===== config.mk =====
export PLATFORM = sky130hd
export DESIGN_NAME = ssef_queue
export DESIGN_NICKNAME = d
export VERILOG_FILES = /design/src/rtl/core/ssef_queue.sv
export VERILOG_INCLUDE_DIRS = /design/src /design/src/rtl/core
export SDC_FILE = /design/constraint.sdc
export NUM_CORES = 1
export LEC_CHECK = 0
export ABC_AREA = 0
export BUFFER_PORTS_ARGS = -buffer_cell sky130_fd_sc_hd__buf_4
export CAP_MARGIN = 10
export CORE_AREA = 2 2 136 98
export DETAILED_ROUTE_END_ITERATION = 10
export DIE_AREA = 0 0 138 100
export GPL_ROUTABILITY_DRIVEN = 0
export PLACE_DENSITY = 0.78
export REMOVE_ABC_BUFFERS = 1
export SYNTH_ARGS = -nofsm -noshare
export SYNTH_HDL_FRONTEND = slang
export SYNTH_SLANG_ARGS = --single-unit

===== constraint.sdc =====
create_clock -name clk_i -period 5.6 [get_ports clk_i]
set_input_delay 1.12 -clock clk_i [delete_from_list [all_inputs] [get_ports clk_i]]
set_output_delay 1.12 -clock clk_i [all_outputs]
set_load 0.005 [all_outputs]

===== src/rtl/core/shape_stability_ema_filter_defines.svh =====
// Assertion macros shared by the shape stability filter RTL.
// Define ASSERT_OFF to compile every assertion away; no other dependencies.
`ifndef SHAPE_STABILITY_EMA_FILTER_DEFINES_SVH
`define SHAPE_STABILITY_EMA_FILTER_DEFINES_SVH

`ifndef ASSERT_OFF
// A condition that must hold at every clock edge outside reset.
`define SSEF_ASSERT_ALWAYS(lbl, clk, rstn, cond) \
  lbl: assert property (@(posedge clk) disable iff (!rstn) (cond)) \
    else $error("assertion failed");
// A condition that must hold in the cycle after a trigger.
`define SSEF_ASSERT_NEXT(lbl, clk, rstn, ante, cons) \
  lbl: assert property (@(posedge clk) disable iff (!rstn) (ante) |=> (cons)) \
    else $error("assertion failed");
`else
`define SSEF_ASSERT_ALWAYS(lbl, clk, rstn, cond)
`define SSEF_ASSERT_NEXT(lbl, clk, rstn, ante, cons)
`endif

`endif


===== src/rtl/core/ssef_queue.sv =====
// Small FIFO that decouples the front end from the back end.
// Depends on the assertion macros header.
`include "shape_stability_ema_filter_defines.svh"
module ssef_queue #(
  parameter int WIDTH = 80,
  parameter int DEPTH = 2
) (
  input  logic             clk_i,
  input  logic             rst_ni,
  input  logic             push_i,
  input  logic [WIDTH-1:0] data_i,
  output logic             ready_o,
  input  logic             pop_i,
  output logic             valid_o,
  output logic [WIDTH-1:0] data_o
);

  localparam int PTR_W = (DEPTH > 1) ? $clog2(DEPTH) : 1;
  localparam int CNT_W = $clog2(DEPTH + 1);

  logic [WIDTH-1:0] entries_q [DEPTH];
  logic [PTR_W-1:0] wr_ptr_q, wr_ptr_d;
  logic [PTR_W-1:0] rd_ptr_q, rd_ptr_d;
  logic [CNT_W-1:0] count_q, count_d;

  assign ready_o = (count_q != CNT_W'(DEPTH));
  assign valid_o = (count_q != '0);
  assign data_o  = entries_q[rd_ptr_q];

  always_comb begin
    wr_ptr_d = wr_ptr_q;
    rd_ptr_d = rd_ptr_q;
    count_d  = count_q;
    if (push_i) begin
      wr_ptr_d = (wr_ptr_q == PTR_W'(DEPTH - 1)) ? '0 : wr_ptr_q + 1'b1;
    end
    if (pop_i) begin
      rd_ptr_d = (rd_ptr_q == PTR_W'(DEPTH - 1)) ? '0 : rd_ptr_q + 1'b1;
    end
    if (push_i && !pop_i) begin
      count_d = count_q + 1'b1;
    end else if (!push_i && pop_i) begin
      count_d = count_q - 1'b1;
    end
  end

  always_ff @(posedge clk_i or negedge rst_ni) begin
    if (!rst_ni) begin
      wr_ptr_q <= '0;
      rd_ptr_q <= '0;
      count_q  <= '0;
    end else begin
      wr_ptr_q <= wr_ptr_d;
      rd_ptr_q <= rd_ptr_d;
      count_q  <= count_d;
    end
  end

  always_ff @(posedge clk_i) begin
    if (push_i) begin
      entries_q[wr_ptr_q] <= data_i;
    end
  end

  `SSEF_ASSERT_ALWAYS(a_no_overflow, clk_i, rst_ni, !(push_i && !ready_o))
  `SSEF_ASSERT_ALWAYS(a_no_underflow, clk_i, rst_ni, !(pop_i && !valid_o))
  `SSEF_ASSERT_ALWAYS(a_count_bound, clk_i, rst_ni, count_q <= CNT_W'(DEPTH))

endmodule


======== After elaboration in Yosys (flattened, before gate mapping) ========
Memory sizes are Yosys's and may differ from the RTL's.
Cells that the tools add are included.
storage, ports and cells
  memories ................................ 1
  output and inout bits ................... 82
  bits of input ports ..................... 84
  logic and storage cells ................. 21
  bits in writable memories ............... 160
  flip-flop bits (word level) ............. 4
memory list
  memory     words  bits a word  rd ports  clocked after memory_dff  wr ports  RTL line          text
  entries_q  2      80           1         0                         1         ssef_queue.sv:21  logic [WIDTH-1:0] entries_q [DEPTH];
cells by class
  $add $sub $neg .......................... 4
  equality and inequality tests ........... 1
  multiplexer cells ....................... 6
  reductions and logical operators ........ 6
operators with widths
  kind                   number
  $mux W1                4
  $mux W2                2
  $reduce_bool A2 Y1     2
  $add A1 B1 Y1 const B  2
  $add A2 B1 Y2 const B  1
  $logic_and A1 B1 Y1    2
  $logic_not A1 Y1       2
  $ne A2 B2 Y1 const B   1
  $sub A2 B1 Y2 const B  1

======== Depth between registers and ports, before layout ========
Gate-level depths: netlist (run 1).
  depth in word-level cells ............... 4
  depth in mapped cells ................... 5

======== Least setup slack after synthesis (run 1) ========
No wires, ideal clock.
  path kind ............................... input -> register
  start ................................... input push_i
  end ..................................... memory entries_q[0][0] (enable)
  stages .................................. 1
  required time ........................... 5.072 ns
  slack ................................... 0.454 ns
  setup time .............................. 0.528 ns
  arrival time ............................ 4.618 ns
  path through ............................ nor2b_1
between the ends
  cells in the longest elaborated chain, start to end .. 2
ends and longest elaborated chain
  what                           RTL line          text
  from (decl)                    ssef_queue.sv:10  input logic push_i,
  $mux W1                        ssef_queue.sv:60  if (push_i) begin
  $mux W1 (not written as such)  ssef_queue.sv:61  entries_q[wr_ptr_q] <= data_i;
  to (decl)                      ssef_queue.sv:21
No other way between the ends.

======== Worst setup path after layout (run 1) ========
  start ................................... register rd_ptr_q
  end ..................................... output data_o[59]
between the ends
  cells in the longest elaborated chain, start to end .. 1
ends and longest elaborated chain
  what                    RTL line          text
  from (decl)             ssef_queue.sv:23  logic [PTR_W-1:0] rd_ptr_q, rd_ptr_d;
  from (signal assigned)  ssef_queue.sv:54  rd_ptr_q <= rd_ptr_d;
  $mem_v2 Z2 W80          n/a
  to (decl)               ssef_queue.sv:15  output logic [WIDTH-1:0] data_o
No other way between the ends.

==> results.yml, run 1 <==
global_route:
  track_usage_pct: 16.2
  grt_pass1_wl_mm: 16.7
  grt_max_degree: 81
  antenna_found_initial: 0
  grt_pass1_vias: 3073
  grt_overflow: 0
power:
  p_int_uw: 3060
  ir_drop_v: 0.000443
  swShare_pct: 25.7
  p_clk_share_pct: 27.1
  p_leak_uw: 0.00333
  power_frac_comb_pct: 29.9
  powerDensity_nw_per_um2: 499
  switching_power_uw: 1060
  seqPwrFrac_pct: 43.0
route:
  num_vias: 3039
  drc: 0
  drt_iter0_markers: 178
  firstDrtPassIters: 4
  ant_nets: 0
  viasPerCell: 4.89
  wirelength_mm: 11.2
  wl_per_cell_um: 18.0
run_status:
  status: "finished clean"
synthesis:
  postSynthCellCount: 265
  synthesis.area_um2: 6360
  yosysWarningCount: 0
  syn_area_per_cell_um2: 24.0
  synth-seq-cells: 164
  ys_types: 15
  yosysSeqAreaShare_pct: 77.1
cells_and_area:
  nets: 528
  areaGrowthSynthToFinish_pct: 29.7
  fin_area_um2: 8250
  drive_gt1_share_pct: 62.0
  n_antenna_cell: 0
timing:
  finalSetupViolations: 0
  timing.fmax_mhz: 287
  relSlewSlack_pct: 26.7
  fin_tns_setup_ns: 0
  final_min_period_over_clock_period_pct: 62.2
  hold_viol_final: 0
  worst_slew_pin_slew_ns: 1.10
  slew_viol_final: 0
  clock_skew_ns: 0.00626
  grt_setup_unrepaired: "no"
  period_needed_ns: 3.49
cts:
  clock_path_buffers: 2
  clock-root-buffer: "clkbuf_16"
  clk_pin_slew_ns: 0.06
  cts_tree: "yes"
  numCtsBuffers: 17
  cts-htree-levels: 4
  clock_latency_ns: 0.40
  cts_num_sinks: 164
  ctsHoldBuffers: 0
  ctsResizeCount: 0
  cts_post_setup_buffers_inserted: 0
floorplan:
  start_util_pct: 50.1
  coreArea_um2: 12700
  boundaryPins: 166
  die_h_um: 100
  die_w_um: 138
  dieArea_um2: 13800
  placementRows: 35
hold_path:
  hp-class: "input pin to async pin"
setup_path:
  critPathLaunch: "rd_ptr_q"
  critical_path_arrival_ns: 2.37
  start_kind: "flop"
  rrSetupSlack_ns: 3.80
  reg2reg_from: "wr_ptr_q"
  worstPathRequired_ns: 4.48
  critical_path_class: "flop to primary output"
  path_max_fanout: 33
  end_kind: "primary output"
job:
  drv_cap: 0
placement:
  place_hpwl_mm: 7.19
  portBuffers: 165
  place_area_um2: 7670
==> cells by family after synthesis <==
| family | synth area share (%) |
|---|---|
| xor gates and xnor gates | 0.688 |
| muxes | 18.8 |
| buffers and inverters | 2.75 |
| DFF | 77.1 |
| adders and majority gates | 0.197 |
| and+or+nand+nor | 0.453 |
==> power by group through the flow <==
stage	Combinational (uW)	Clock [uW]	Sequential [uW]
5_1_grt	1310	1190	1790
4_1_cts	1250	1140	1770
2_1_floorplan	727	0	1850
3_5_place_dp	1240	0	1800
6_report	1230	1120	1770
3_3_place_gp	1240	0	1780
==> cells in the final DEF (no fill, tap or decap), types with 2 or more instances in the layout <==
cell type,netlist,final
dfrtp_1,4,3
inv_6,0,4
buf_4,0,168
edfxtp_1,160,160
clkbuf_16,0,17
clkinv_4,0,2
bufinv_16,0,2
xor2_1,4,4
mux2_4,79,79
clkinvlp_4,0,4
==> final timing paths <==
path,end,cells after the start
setup / recovery,data_o[59],3
hold reg to reg,count_q[1],1
max in group asynchronous,rd_ptr_q,1
hold / removal,rd_ptr_q,1
min in group clk_i,count_q[1],1
setup reg to reg,entries_q[0][44],2
==> sequential cells by signal, indices dropped and copies added (netlist names) <==
register   count
entries_q    160
count_q        2
wr_ptr_q       1
rd_ptr_q       1
==> worst max-delay path: stages, from the launching register on <==
cell and delay, ns:
dfrtp_4 0.84, buf_4 0.55, mux2_2 0.40, buf_4 0.14
==> Yosys cell counts <==
master    instances  share of area, %
edfxtp_1        160                76
mux2_4           79                19
buf_12            8               2.5
dfrtp_1           4               1.6
xor2_1            4              0.55
and2_1            1             0.098
buf_6             1              0.18
ha_1              1              0.20
inv_1             1             0.059
mux2_2            1              0.18
nand2b_1          1             0.098
nor2_1            1             0.059
nor2b_1           1             0.098
or2_2             1             0.098
xnor2_1           1              0.14
==> metrics by stage <==
step	hold slack, ns	instances	util [%]	power, uW	worst slack, ns
2_1_floorplan	0.455	256	-	2570	0.454
3_3_place_gp	0.472	590	60.4	3020	2.54
3_5_place_dp	0.498	590	60.4	3040	2.52
4_1_cts	0.480	621	65.0	4170	2.06
5_1_grt	0.473	621	65.0	4300	1.99
6_report	0.494	621	65.0	4120	2.11
==> routing by layer <==
layer,GRT usage [%],share of wire (%)
met1,21.4,45
met4,5.18,0.69
met5,0,0
met2,24.4,46
met3,7.16,8.4
==> cell type report <==
cell class / count / area [um^2]
multi-input cells: 91 / 1290
inverters: 1 / 3.75
repair buffers: 168 / 1260
clock buffers: 17 / 425
flip-flops and latches: 164 / 4910
clock inverters: 14 / 151
fillers: 873 / 4450
well taps: 166 / 208
(Power assumes the default switching activity.)
==> run 2: changes to the inputs <==
--- a/config.mk
+++ b/config.mk
@@ -9,11 +9,11 @@
 export ABC_AREA = 0
 export BUFFER_PORTS_ARGS = -buffer_cell sky130_fd_sc_hd__buf_4
 export CAP_MARGIN = 10
-export CORE_AREA = 2 2 136 98
+export CORE_AREA = 2 2 143 103
 export DETAILED_ROUTE_END_ITERATION = 10
-export DIE_AREA = 0 0 138 100
+export DIE_AREA = 0 0 145 105
 export GPL_ROUTABILITY_DRIVEN = 0
-export PLACE_DENSITY = 0.78
+export PLACE_DENSITY = 0.74
 export REMOVE_ABC_BUFFERS = 1
 export SYNTH_ARGS = -nofsm -noshare
 export SYNTH_HDL_FRONTEND = slang
==> constraint.sdc (replaced) <==
create_clock -name clk_i -period 2.9 [get_ports clk_i]
set_input_delay 0.58 -clock clk_i [delete_from_list [all_inputs] [get_ports clk_i]]
set_output_delay 0.58 -clock clk_i [all_outputs]
set_load 0.005 [all_outputs]
==> run 2 against run 1 <==
Effect of this change: combinational power grew 100%; final cell count rose by 4.5%; design area grew 0.94%; worst setup slack got worse by 1.8 ns; clock skew grew 0.0019 ns; first-iteration DRC count down 31%; critical endpoint is now data_o[49]; global-route usage is 1.3 points lower; flip-flop and latch count unchanged; die area grew 10%; routed wire length rose by 0.46%.
==> results.yml, run 2 (synthesis gave the netlist of run 1 again) <==
setup_path:
  crit_family: "flip-flops"
  crit_slowest_cell: "dfrtp_4"
  critical_path_class: "flop to primary output"
  slowest_delay_ns: 0.69
  path_max_fanout: 38
  critical_path_arrival_ns: 1.96
  worstPathRequired_ns: 2.32
  cp_num_buf_inv: 2
  start_kind: "flop"
  end_kind: "primary output"
  path_cells: "buf_12 > mux2_4 > buf_4"
timing:
  worst_slew_pin_slew_ns: 0.577
  final_min_period_over_clock_period_pct: 87.6
  timing.fmax_mhz: 394
  period_needed_ns: 2.54
  fin_tns_setup_ns: 0
  slew_viol_final: 0
  finalSetupViolations: 0
  grt_setup_unrepaired: "no"
  hold_viol_final: 0
  relSlewSlack_pct: 61.6
  clock_skew_ns: 0.00817
cts:
  cts_tree: "yes"
  ctsHoldBuffers: 1
  cts_post_setup_buffers_inserted: 0
  cts-htree-levels: 4
  clock_path_buffers: 2
  cts_num_sinks: 164
  clock_latency_ns: 0.41
  numCtsBuffers: 17
  clock-root-buffer: "clkbuf_16"
  clk_pin_slew_ns: 0.06
  ctsResizeCount: 0
floorplan:
  boundaryPins: 166
  die_w_um: 145
  dieArea_um2: 15200
  start_util_pct: 46.3
  die_h_um: 105
  coreArea_um2: 13700
  placementRows: 36
global_route:
  grt_max_degree: 43
  grt_pass1_wl_mm: 17.2
  track_usage_pct: 14.9
  grt_overflow: 0
  grt_pass1_vias: 3242
  antenna_found_initial: 0
route:
  num_vias: 3015
  firstDrtPassIters: 4
  wirelength_mm: 11.2
  viasPerCell: 4.65
  ant_nets: 0
  drt_iter0_markers: 122
  drc: 0
  wl_per_cell_um: 17.3
cells_and_area:
  final_cell_mix: "buf_4, edfxtp_1, mux2_4"
  layout_commonest_cell: "buf_4"
  n_fill_cell: 1015
  largestRegisters: "entries_q: 160 flops, count_q: 2 flops"
  drive_gt1_share_pct: 62.1
  areaGrowthSynthToFinish_pct: 30.9
  nets: 532
  largest_reg_flops: 160
  n_antenna_cell: 0
  final_util_pct: 60.6
  largest_register: "entries_q"
placement:
  place_hpwl_mm: 7.75
  portBuffers: 165
run_status:
  status: "finished clean"
power:
  switching_power_uw: 2050
  p_int_uw: 5860
  power_frac_comb_pct: 31.3
  swShare_pct: 25.9
  p_leak_uw: 0.00335
  powerDensity_nw_per_um2: 950
  p_clk_share_pct: 26.2
  seqPwrFrac_pct: 42.5
  ir_drop_v: 0.000564
job:
  drv_cap: 0
hold_path:
  hp-class: "input pin to flop"
==> run 2: cell count changes in the layout (fill, tap and decap cells not counted), sizes merged <==
cell,delta
buf,+3
bufinv,-1
clkinv,-1
clkinvlp,+1
dlygate4sd3,+1
inv,+1
==> run 2: cell type report <==
class	count	area, um^2	share of cell area [%]
Sequential cell	164	4910	58.9
Timing Repair Buffer	172	1330	16.0
Multi-Input combinational cell	91	1290	15.5
Clock buffer	17	425	5.11
Tap cell	190	238	2.85
Clock inverter	14	129	1.55
Inverter	1	3.75	0.0451
==> run 2: power groups by stage <==
stage                     registers (uW)  clock network, uW  logic (uW)
after CTS                           3370               2130        2530
after global placement              3380                  0        2490
after floorplan                     3560                  0        1400
after detailed placement            3420                  0        2510
after global routing                3410               2220        2650
final                               3360               2070        2480
==> run 2: path summary, 6_finish.rpt <==
| path | startpoint | end | slack [ns] | cells past startpoint |
|---|---|---|---|---|
| hold reg to reg | count_q[1] | count_q[1] | 0.48 | 1 |
| setup / recovery | rd_ptr_q | data_o[49] | 0.36 | 3 |
| hold / removal | pop_i | rd_ptr_q | 0.35 | 2 |
| setup reg to reg | wr_ptr_q | entries_q[1][60] | 1.35 | 2 |
| min in group asynchronous | rst_ni | count_q[1] | 0.50 | 2 |
| max in group asynchronous | rst_ni | rd_ptr_q | 2.29 | 2 |
==> run 2: per-stage QoR <==
stage               worst slack [ns]  hold WS [ns]  total power [uW]  cell area [um^2]  instances
CTS                            0.339         0.335              8020              8330        649
detailed placement             0.792         0.380              5930              7760        617
floorplan                      -1.71         0.284              4970              6190        256
global placement               0.811         0.378              5870              7760        617
finish                         0.360         0.351              7910              8330        649
global route                   0.276         0.324              8280              8330        649
==> run 2: per-layer routing <==
metal	vias to the layer above	global-route usage [%]	wire length, um
li1	1407	-	-
met1	1476	18.1	4910
met2	123	23.0	5100
met3	9	7.86	1090
met4	0	4.67	112
met5	-	0	0
==> run 3: changes to the inputs <==
--- a/config.mk
+++ b/config.mk
@@ -13,7 +13,7 @@
 export DETAILED_ROUTE_END_ITERATION = 10
 export DIE_AREA = 0 0 145 105
 export GPL_ROUTABILITY_DRIVEN = 0
-export PLACE_DENSITY = 0.74
+export PLACE_DENSITY_LB_ADDON = 0.2
 export REMOVE_ABC_BUFFERS = 1
 export SYNTH_ARGS = -nofsm -noshare
 export SYNTH_HDL_FRONTEND = slang
==> run 3 against run 2 <==
Effect of this change: largest power group unchanged; combinational power is essentially flat; final cell count increased by 0.62%; sequential share of layout area down 0.080 points; design area is 0.14% higher; power barely moved; critical path depth stayed put; critical path type unchanged.
==> results.yml, run 3 (synthesis gave the netlist of run 1 again) <==
route:
  num_vias: 3006
  wl_per_cell_um: 16.7
  drc: 0
  drt_iter0_markers: 170
  wirelength_mm: 10.9
  ant_nets: 0
  firstDrtPassIters: 4
  viasPerCell: 4.60
job:
  drv_cap: 0
setup_path:
  reg2reg_from: "wr_ptr_q"
  reg2regPathDepth: 2
  critical_path_arrival_ns: 1.95
  start_kind: "flop"
  end_kind: "primary output"
  worstPathRequired_ns: 2.32
  path_max_fanout: 25
  critical_path_class: "flop to primary output"
  rrSetupSlack_ns: 1.36
  r2r-end: "entries_q[1][1]"
global_route:
  grt_overflow: 0
  antenna_found_initial: 0
  grt_max_degree: 39
  grt_pass1_wl_mm: 16.7
  met1_usage_pct: 19.1
  top_usage_layer: "met2"
  met2_usage_pct: 22.0
  grt_pass1_vias: 3149
  grt_use_met3_pct: 7.34
  track_usage_pct: 14.7
timing:
  fin_tns_setup_ns: 0
  final_min_period_over_clock_period_pct: 87.1
  worst_slew_pin_slew_ns: 0.523
  clock_skew_ns: 0.00791
  hold_viol_final: 0
  slew_viol_final: 0
  timing.fmax_mhz: 396
  period_needed_ns: 2.53
  finalSetupViolations: 0
  relSlewSlack_pct: 65.1
  grt_setup_unrepaired: "no"
floorplan:
  die_w_um: 145
  start_util_pct: 46.3
  die_h_um: 105
  boundaryPins: 166
  coreArea_um2: 13700
  placementRows: 36
  dieArea_um2: 15200
cells_and_area:
  layoutNonFillerInstCount: 653
  largestRegisters: "entries_q: 160 flops, count_q: 2 flops"
  largest_register: "entries_q"
  drive_gt1_share_pct: 62.2
  nets: 535
  layout_commonest_cell: "buf_4"
  n_fill_cell: 1026
  n_antenna_cell: 0
  regArea_um2: 4910
  final_cell_mix: "buf_4, edfxtp_1, mux2_4"
  areaGrowthSynthToFinish_pct: 31.1
  largest_reg_flops: 160
  multiInputGateArea_um2: 1290
power:
  ir_drop_v: 0.000484
  p_leak_uw: 0.00336
  total_power_uw: 7920
  powerDensity_nw_per_um2: 949
cts:
  clock_latency_ns: 0.40
  clock-root-buffer: "clkbuf_16"
  numCtsBuffers: 17
  ctsResizeCount: 0
  cts_num_sinks: 164
  cts-htree-levels: 4
  clock_path_buffers: 2
  cts_post_setup_buffers_inserted: 0
  clk_pin_slew_ns: 0.07
  ctsHoldBuffers: 1
  cts_tree: "yes"
hold_path:
  hp-class: "input pin to flop"
  holdPathEnd: "entries_q[1][33]"
  hp-start: "data_i[33]"
  holdPathStages: 1
run_status:
  status: "finished clean"
placement:
  post-place-cells: 620
  place_hpwl_mm: 7.44
  portBuffers: 165
[run 3: worst max-delay path by stage]
stage	start	to	slack [ns]	cells past startpoint
after detailed placement	rd_ptr_q	data_o[4]	0.79	3
after floorplan	push_i	entries_q[0][0]	-1.71	1
after global routing	rd_ptr_q	data_o[15]	0.30	3
after CTS	rd_ptr_q	data_o[76]	0.34	3
final	rd_ptr_q	data_o[76]	0.37	3
after global placement	rd_ptr_q	data_o[63]	0.79	3
[run 3: metal layers]
metal  part of all wire [%]  up-vias
met4                   0.85        0
met2                     45      127
li1                       -     1417
met1                     44     1452
met5                      0        -
met3                    9.4       10
[run 3: critical path, stage by stage (launching register included)]
cell,delay [ns]
dfrtp_4,0.73
buf_4,0.33
mux2_4,0.33
buf_4,0.14
[run 3: area by class of cell]
class | instances | area share, %
clock inverters | 14 | 1.52
well taps | 190 | 2.85
clock buffers | 18 | 5.15
multi-input cells | 91 | 15.5
inverters | 1 | 0.0450
repair buffers | 175 | 16.1
flip-flops and latches | 164 | 58.9
[run 3: report_power, final]
part,total (uW),internal [uW],leakage (uW),switching [uW]
combinational,2480,1530,0.00155,948
clock,2070,1190,0.000262,884
sequential,3360,3150,0.00155,213
[run 3: stage by stage]
step           hold WS, ns  instance area [um^2]  utilization (%)  setup WS (ns)
2_1_floorplan        0.284                  6190                -          -1.71
3_3_place_gp         0.379                  7770             56.6          0.789
3_5_place_dp         0.382                  7770             56.6          0.789
4_1_cts              0.331                  8340             60.7          0.341
5_1_grt              0.324                  8340             60.7          0.295
6_report             0.351                  8340             60.7          0.375
